File: src/sv/qte_pkg.sv
// ----------------------------------------------------------------------------
// qte_pkg: shared constants for the quaternion to Euler angle pipeline
// Angle constants in Q16.16, the CORDIC arctangent table and a bit search.
// ----------------------------------------------------------------------------
`default_nettype none

package qte_pkg;

    localparam int ZW         = 20;   // CORDIC angle accumulator width
    localparam int NORM_EXP   = 40;   // operands are scaled until one reaches 2^40
    localparam int ATAN_STEPS = 17;

    localparam logic signed [ZW-1:0] HALF_PI_Q16 = 20'sd102944;
    localparam logic signed [ZW-1:0] PI_Q16      = 20'sd205887;
    localparam logic signed [22:0]   RAD2DEG_Q16 = 23'sd3754936;

    localparam logic signed [ZW-1:0] ATAN_TAB [ATAN_STEPS] = '{
        20'sd51472, 20'sd30386, 20'sd16055, 20'sd8150, 20'sd4091, 20'sd2047,
        20'sd1024, 20'sd512, 20'sd256, 20'sd128, 20'sd64, 20'sd32, 20'sd16,
        20'sd8, 20'sd4, 20'sd2, 20'sd1
    };

    // Index of the highest set bit; zero for a zero word.
    function automatic logic [6:0] msb_index(input logic [63:0] v);
        logic [6:0] m;
        m = '0;
        for (int i = 0; i < 64; i++) begin
            if (v[i]) begin
                m = 7'(i);
            end
        end
        return m;
    endfunction

endpackage

`default_nettype wire

File: src/sv/qte_isqrt.sv
// ----------------------------------------------------------------------------
// qte_isqrt: pipelined integer square root
// Floor square root of a 64-bit word, one result bit per stage, 32 stages.
// ----------------------------------------------------------------------------
`default_nettype none

module qte_isqrt (
    input  logic        i_clk,
    input  logic        i_en,
    input  logic [63:0] i_v,
    output logic [31:0] o_r
);
    import qte_pkg::*;

    localparam int NS = 32;

    logic [63:0] r_v [NS];
    logic [63:0] r_r [NS];
    logic [63:0] n_v [NS];
    logic [63:0] n_r [NS];

    always_comb begin
        logic [63:0] pv;
        logic [63:0] pr;
        logic [63:0] bt;
        for (int k = 0; k < NS; k++) begin
            pv = (k == 0) ? i_v : r_v[(k == 0) ? 0 : k - 1];
            pr = (k == 0) ? 64'd0 : r_r[(k == 0) ? 0 : k - 1];
            bt = 64'd1 << (62 - 2 * k);
            if (pv >= pr + bt) begin
                n_v[k] = pv - (pr + bt);
                n_r[k] = (pr >> 1) + bt;
            end else begin
                n_v[k] = pv;
                n_r[k] = pr >> 1;
            end
        end
    end

    always_ff @(posedge i_clk) begin
        if (i_en) begin
            for (int k = 0; k < NS; k++) begin
                r_v[k] <= n_v[k];
                r_r[k] <= n_r[k];
            end
        end
    end

    assign o_r = r_r[NS-1][31:0];

endmodule

`default_nettype wire

File: config.mk
export PLATFORM = sky130hd
export DESIGN_NAME = qte_isqrt
export DESIGN_NICKNAME = d
export VERILOG_FILES = /design/src/sv/qte_pkg.sv /design/src/sv/qte_isqrt.sv
export SDC_FILE = /design/constraint.sdc
export NUM_CORES = 2
export LEC_CHECK = 0
export BUFFER_PORTS_ARGS = -buffer_cell sky130_fd_sc_hd__buf_2
export CORE_MARGIN = 2
export CORE_UTILIZATION = 35
export CTS_BUF_LIST = sky130_fd_sc_hd__clkbuf_8
export CTS_CLUSTER_SIZE = 8
export DETAILED_ROUTE_END_ITERATION = 10
export GPL_TIMING_DRIVEN = 0
export HOLD_SLACK_MARGIN = 0.06
export PLACE_DENSITY = 0.45
export SETUP_SLACK_MARGIN = 0.05
export SLEW_MARGIN = 5
export SYNTH_ARGS = -nofsm -noshare
export SYNTH_HDL_FRONTEND = slang
export SYNTH_SLANG_ARGS = --single-unit
File: constraint.sdc
create_clock -name i_clk -period 10 [get_ports i_clk]
set_input_delay 2.5 -clock i_clk [delete_from_list [all_inputs] [get_ports i_clk]]
set_output_delay 2.5 -clock i_clk [all_outputs]
set_load 0.005 [all_outputs]
# --- After elaboration in Yosys (flattened, before gate mapping) ---
# Memories as Yosys holds them, arrays and structs flattened.
# Index checks and enable logic that the tools add are counted.
classes:
  addsub: 94
  n_lt_le_gt_ge: 32
  mux: 66
op_table:
  columns: ["cell", "n"]
  rows:
  - ["64-bit two-way mux", 63]
  - ["64-bit >= comparator", 31]
  - ["64-bit subtractor", 31]
  - ["63-bit by 1-bit adder with 64-bit output (second input constant)", 1]
  - ["63-bit by 11-bit adder with 64-bit output (second input constant)", 1]
  - ["63-bit by 13-bit adder with 64-bit output (second input constant)", 1]
  - ["63-bit by 15-bit adder with 64-bit output (second input constant)", 1]
  - ["63-bit by 17-bit adder with 64-bit output (second input constant)", 1]
  - ["63-bit by 19-bit adder with 64-bit output (second input constant)", 1]
  - ["63-bit by 21-bit adder with 64-bit output (second input constant)", 1]
  - ["63-bit by 23-bit adder with 64-bit output (second input constant)", 1]
  - ["63-bit by 25-bit adder with 64-bit output (second input constant)", 1]
  - ["63-bit by 27-bit adder with 64-bit output (second input constant)", 1]
  - ["63-bit by 29-bit adder with 64-bit output (second input constant)", 1]
  - ["63-bit by 3-bit adder with 64-bit output (second input constant)", 1]
  - ["63-bit by 31-bit adder with 64-bit output (second input constant)", 1]
  - ["63-bit by 33-bit adder with 64-bit output (second input constant)", 1]
  - ["63-bit by 35-bit adder with 64-bit output (second input constant)", 1]
  - ["63-bit by 37-bit adder with 64-bit output (second input constant)", 1]
  - ["63-bit by 39-bit adder with 64-bit output (second input constant)", 1]
  - ["63-bit by 41-bit adder with 64-bit output (second input constant)", 1]
  - ["63-bit by 43-bit adder with 64-bit output (second input constant)", 1]
  - ["63-bit by 45-bit adder with 64-bit output (second input constant)", 1]
  - ["63-bit by 47-bit adder with 64-bit output (second input constant)", 1]
  - ["other kinds (45)", 46]
word_totals:
  ff_bits: 0
  mem_bits_rw: 4096
  input_bits: 66
  output_inout_bits: 32
  wordCells: 194
  mem_count: 2
memory_table:
  columns: ["name", "depth", "width", "read_ports", "rd_ports_with_merged_regs", "wr", "line", "rtl"]
  rows:
  - ["r_r", 32, 64, 32, 0, 32, "qte_isqrt.sv:18", "logic [63:0] r_r [NS];"]
  - ["r_v", 32, 64, 31, 0, 32, "qte_isqrt.sv:17", "logic [63:0] r_v [NS];"]

# --- Logic depth before layout (Yosys ltp) ---
# An unclocked memory read counts as a cell.
depth:
  ltp_word: 4
  mapped_depth: 14
  ltp_nobuf: 12

# --- Least setup slack after synthesis ---
# OpenSTA, ideal clock, no wires.
synth_timing:
  path_kind: "input to register"
  startpoint: "input port i_v[63]"
  endpoint: "memory r_v[0][63], data pin"
  setup_ns: 0.279
  t_arrival_ns: 3.708
  t_required_ns: 9.721
  setup_slack_ns: 6.012
  path_stages: 6
  path_buffers: 0
  cell_sequence: "inv_1 -> ha_1 -> nor4b_1 -> nand4_1 -> o41ai_1 -> a21oi_1"
synth_lines:
  columns: ["element", "line", "rtl"]
  rows:
  - ["start: declaration", "qte_isqrt.sv:10", "input logic [63:0] i_v,"]
  - ["end: declaration", "qte_isqrt.sv:17", null]

==> impl_results.md <==
- Outcome: completed
- Pin count of the biggest net entering global routing: 174
- Initial drt markers: 6103
- Number of gates resized after cts: 0
- Fill cell count: 32790
- Part of the Yosys area used for sequential elements: 62.42%
- Cell types occupying the most area after synthesis: sky130_fd_sc_hd__edfxtp_1 (62%), sky130_fd_sc_hd__ha_1 (5.8%), sky130_fd_sc_hd__xnor2_1 (3.6%)
- Height of the die: 591.6 microns
- Clock transition at the register clock pins on the worst setup and hold paths after CTS: 0.06 ns
- Share of layout cells above drive strength 1: 8.051%
- Core Region: 0.3433 sq mm
- Tmin final: 5.893 ns
- CTS sink cnt: 2512
- Met3 routed WL: 14.33 mm
- Hold Violations, Final: 0
- CTS hold repair buffers: 0
- Power per cell area: 223.2 mW/mm^2
- YS warnings: 0
- Data arrival time of the worst path: 6.65 ns
- Cell row count: 215
- Number of different library cells in the post-synthesis netlist: 93
- Path type of the worst min-delay path: reg2reg
- Number of iterations in the first detailed-routing pass: 6
- Met2 Wirelength: 145.1 mm
- Largest fanout on the critical path: 10
- Worst-case vdd ir drop: 0.1177 mV
- Antenna-violating nets left: 0
- Final standard cell count with taps included and fillers excluded: 15120
- Worst hold margin: 0.4133 ns
- Final Max Slew Viols: 0
- First-pass GRT wire length: 477.0 mm
- Type of element launching the critical path: flop
- Via count of the first global-routing pass: 77430
- Die footprint: 0.3500 sq mm
- HPWL after DPL: 234.9 mm
- Synthesis-to-finish area growth: 12.43%
- Post-CTS repair timing setup buffer count: 0
- Overflow left after global routing: 0
- Fmax: 169.7 MHz
- Mean post-synth cell area: 12.52 sq um
- Setup crit end kind: flop
- Buffer cell driving the clock tree root: sky130_fd_sc_hd__clkbuf_8
- Register bit count reported by yosys: 2512
- Net count of the mapped netlist: 10280
- Htree depth: 5
- Ports placed on the boundary: 98
- Post-Route WL: 314.4 mm
- Leak pwr: 0.05056 uW
- Portion of synthesized cell area occupied by the leading cell type: 62.42%
- Sum Neg Setup Slack: 0 ns
- Crit path kind: reg2reg
- Data required, critical path: 10.76 ns
- Quantity of I/O buffers inserted on ports: 97
- Most frequent standard cell in the layout excluding fill and tap cells: sky130_fd_sc_hd__edfxtp_1
- Cell accounting for the most synthesized area: sky130_fd_sc_hd__edfxtp_1
- Number of placed instances with taps included: 14320
- Top_reg_cell synth: sky130_fd_sc_hd__edfxtp_1
- Drc violations: 0
- Highest layer used for signal routing: met5
- Sequential cell area: 0.07543 sq mm
- Max cap viols: 0
- Normalized max-slew margin: 6.322%
- CTS tree: done
- Final routed wire length divided by cell count: 20.79 microns
- Clock insertion delay at the later pin of the skew report: 1.11 ns
- Overall fraction of global-route tracks in use: 17.59%
- Maximum buffer depth of the clock tree: 4
- Total CTS buffers: 437
- Share of async-settable or async-resettable flops after synthesis: 0%
- Worst slew pin tran: 1.392 ns
- Portion of the clock cycle consumed by the worst path in the final layout: 58.93%
- Final setup skew: 0.1244 ns
- Final layout net count: 10830
- Cell area after technology mapping: 0.1208 sq mm
- Total area of multi-input combinational cells: 0.04199 sq mm
- RSZ-0062 raised after global routing: false
- Routability Congestion: 0.8936
- Vias after detailed routing: 77780
- Cell count after synthesis: 9651
- Routed met1 length: 147.7 mm
- Post-synth EDFFs: 2512
- Effective utilization at floorplan: 35.21%
- Most used cells in the layout excluding fill and tap cells: sky130_fd_sc_hd__edfxtp_1 (2512), sky130_fd_sc_hd__inv_1 (847), sky130_fd_sc_hd__nand2_1 (642), sky130_fd_sc_hd__nor2_1 (637), sky130_fd_sc_hd__a21oi_1 (634)
- Die Span X: 591.6 microns
- Final count of negative-setup-slack endpoints: 0
- Antenna violations before repair: 10
- Number of vias per cell: 5.144
## critical path, stage by stage (launching register included)
cell and delay, ns:
sky130_fd_sc_hd__edfxtp_1 0.41, sky130_fd_sc_hd__inv_1 0.06, sky130_fd_sc_hd__ha_1 0.27, sky130_fd_sc_hd__clkbuf_1 0.27, sky130_fd_sc_hd__nand4_1 0.29, sky130_fd_sc_hd__nor4_1 1.04, sky130_fd_sc_hd__nand4_1 0.62, sky130_fd_sc_hd__nand3_1 0.35
sky130_fd_sc_hd__nor3_1 0.08, sky130_fd_sc_hd__and2_1 0.16, sky130_fd_sc_hd__clkbuf_1 0.30, sky130_fd_sc_hd__inv_2 0.37, sky130_fd_sc_hd__buf_1 0.63, sky130_fd_sc_hd__clkbuf_1 0.57, sky130_fd_sc_hd__a21oi_1 0.18
## path summary, 6_finish.rpt
kind                       to        start  slack (ns)  depth (start not counted)
hold / removal    r_v[1][455]  r_v[1][391]        0.41                          0
hold reg to reg   r_v[1][455]  r_v[1][391]        0.41                          0
setup / recovery  r_v[1][916]  r_r[1][853]        4.11                         14
setup reg to reg  r_v[1][916]  r_r[1][853]        4.11                         14
## synth_stat cells, types with 16 or more instances
library cell,n
sky130_fd_sc_hd__o21a_1,106
sky130_fd_sc_hd__nand3b_1,36
sky130_fd_sc_hd__a21boi_0,23
sky130_fd_sc_hd__o31ai_1,45
sky130_fd_sc_hd__o21bai_1,56
sky130_fd_sc_hd__a21oi_1,634
sky130_fd_sc_hd__a211o_1,18
sky130_fd_sc_hd__nand4b_1,21
sky130_fd_sc_hd__nor3b_1,21
sky130_fd_sc_hd__or2_2,34
sky130_fd_sc_hd__a211oi_1,53
sky130_fd_sc_hd__xnor2_1,500
sky130_fd_sc_hd__and2_1,30
sky130_fd_sc_hd__nand2b_1,101
sky130_fd_sc_hd__mux2_2,79
sky130_fd_sc_hd__nor4b_1,46
sky130_fd_sc_hd__or3_1,91
sky130_fd_sc_hd__clkbuf_1,161
sky130_fd_sc_hd__nor3_1,268
sky130_fd_sc_hd__or4_1,55
sky130_fd_sc_hd__xor2_1,391
sky130_fd_sc_hd__buf_2,21
sky130_fd_sc_hd__ha_1,558
sky130_fd_sc_hd__a21o_1,205
sky130_fd_sc_hd__nand3_1,151
sky130_fd_sc_hd__o211ai_1,41
sky130_fd_sc_hd__and3_1,33
sky130_fd_sc_hd__nor4_1,345
sky130_fd_sc_hd__a31oi_1,37
sky130_fd_sc_hd__nand2_1,642
sky130_fd_sc_hd__o311ai_0,16
sky130_fd_sc_hd__edfxtp_1,2512
sky130_fd_sc_hd__a41oi_1,16
sky130_fd_sc_hd__inv_1,704
sky130_fd_sc_hd__nor2b_1,72
sky130_fd_sc_hd__o2111ai_1,16
sky130_fd_sc_hd__nand4_1,183
sky130_fd_sc_hd__o21ai_0,435
sky130_fd_sc_hd__and4_1,18
sky130_fd_sc_hd__nor2_1,637
## state kept, by name, summed over array words and instances, names as in the netlist
| register | flops |
|---|---|
| r_r | 528 |
| r_v | 1984 |
## where the power goes
part	internal, uW	total [uW]	switching (uW)
clock	4760	9100	4340
sequential	13400	14500	1100
combinational	2670	6710	4030
total	20800	30300	9480
## layout make-up
| type | instances | share of cell area, % |
|---|---|---|
| Antenna cell | 7 | 0.01289 |
| Buffer | 201 | 0.5940 |
| Clock buffer | 440 | 4.457 |
| Clock inverter | 351 | 1.661 |
| Inverter | 706 | 1.950 |
| Multi-Input combinational cell | 6232 | 30.90 |
| Sequential cell | 2512 | 55.52 |
| Tap cell | 4557 | 4.196 |
| Timing Repair Buffer | 116 | 0.7072 |
## routing by layer
metal | vias to the layer above | track usage [%]
met5 | - | 0
met4 | 2 | 4.469
met3 | 486 | 2.559
met2 | 1686 | 28.39
met1 | 38180 | 24.80
li1 | 37430 | -
## cells by family after synthesis
logic type | synth area share, %
flops | 62.42
fa+ha+maj | 5.777
mux | 0.8231
buf+inv | 2.861
xor+xnor | 6.458
simple gates | 12.11
compound gates | 9.551
## per-stage QoR
stage	utilization [%]	total power (uW)	worst slack, ns	area (sq um)
global placement	37.01	22170	-33.80	127000
CTS	39.57	30730	4.358	135800
finish	39.58	30320	4.107	135900
floorplan	-	19020	6.012	120800
global route	39.58	32100	3.902	135900
detailed placement	37.15	21370	3.243	127500
No activity file was read; power rests on OpenSTA's default activity.
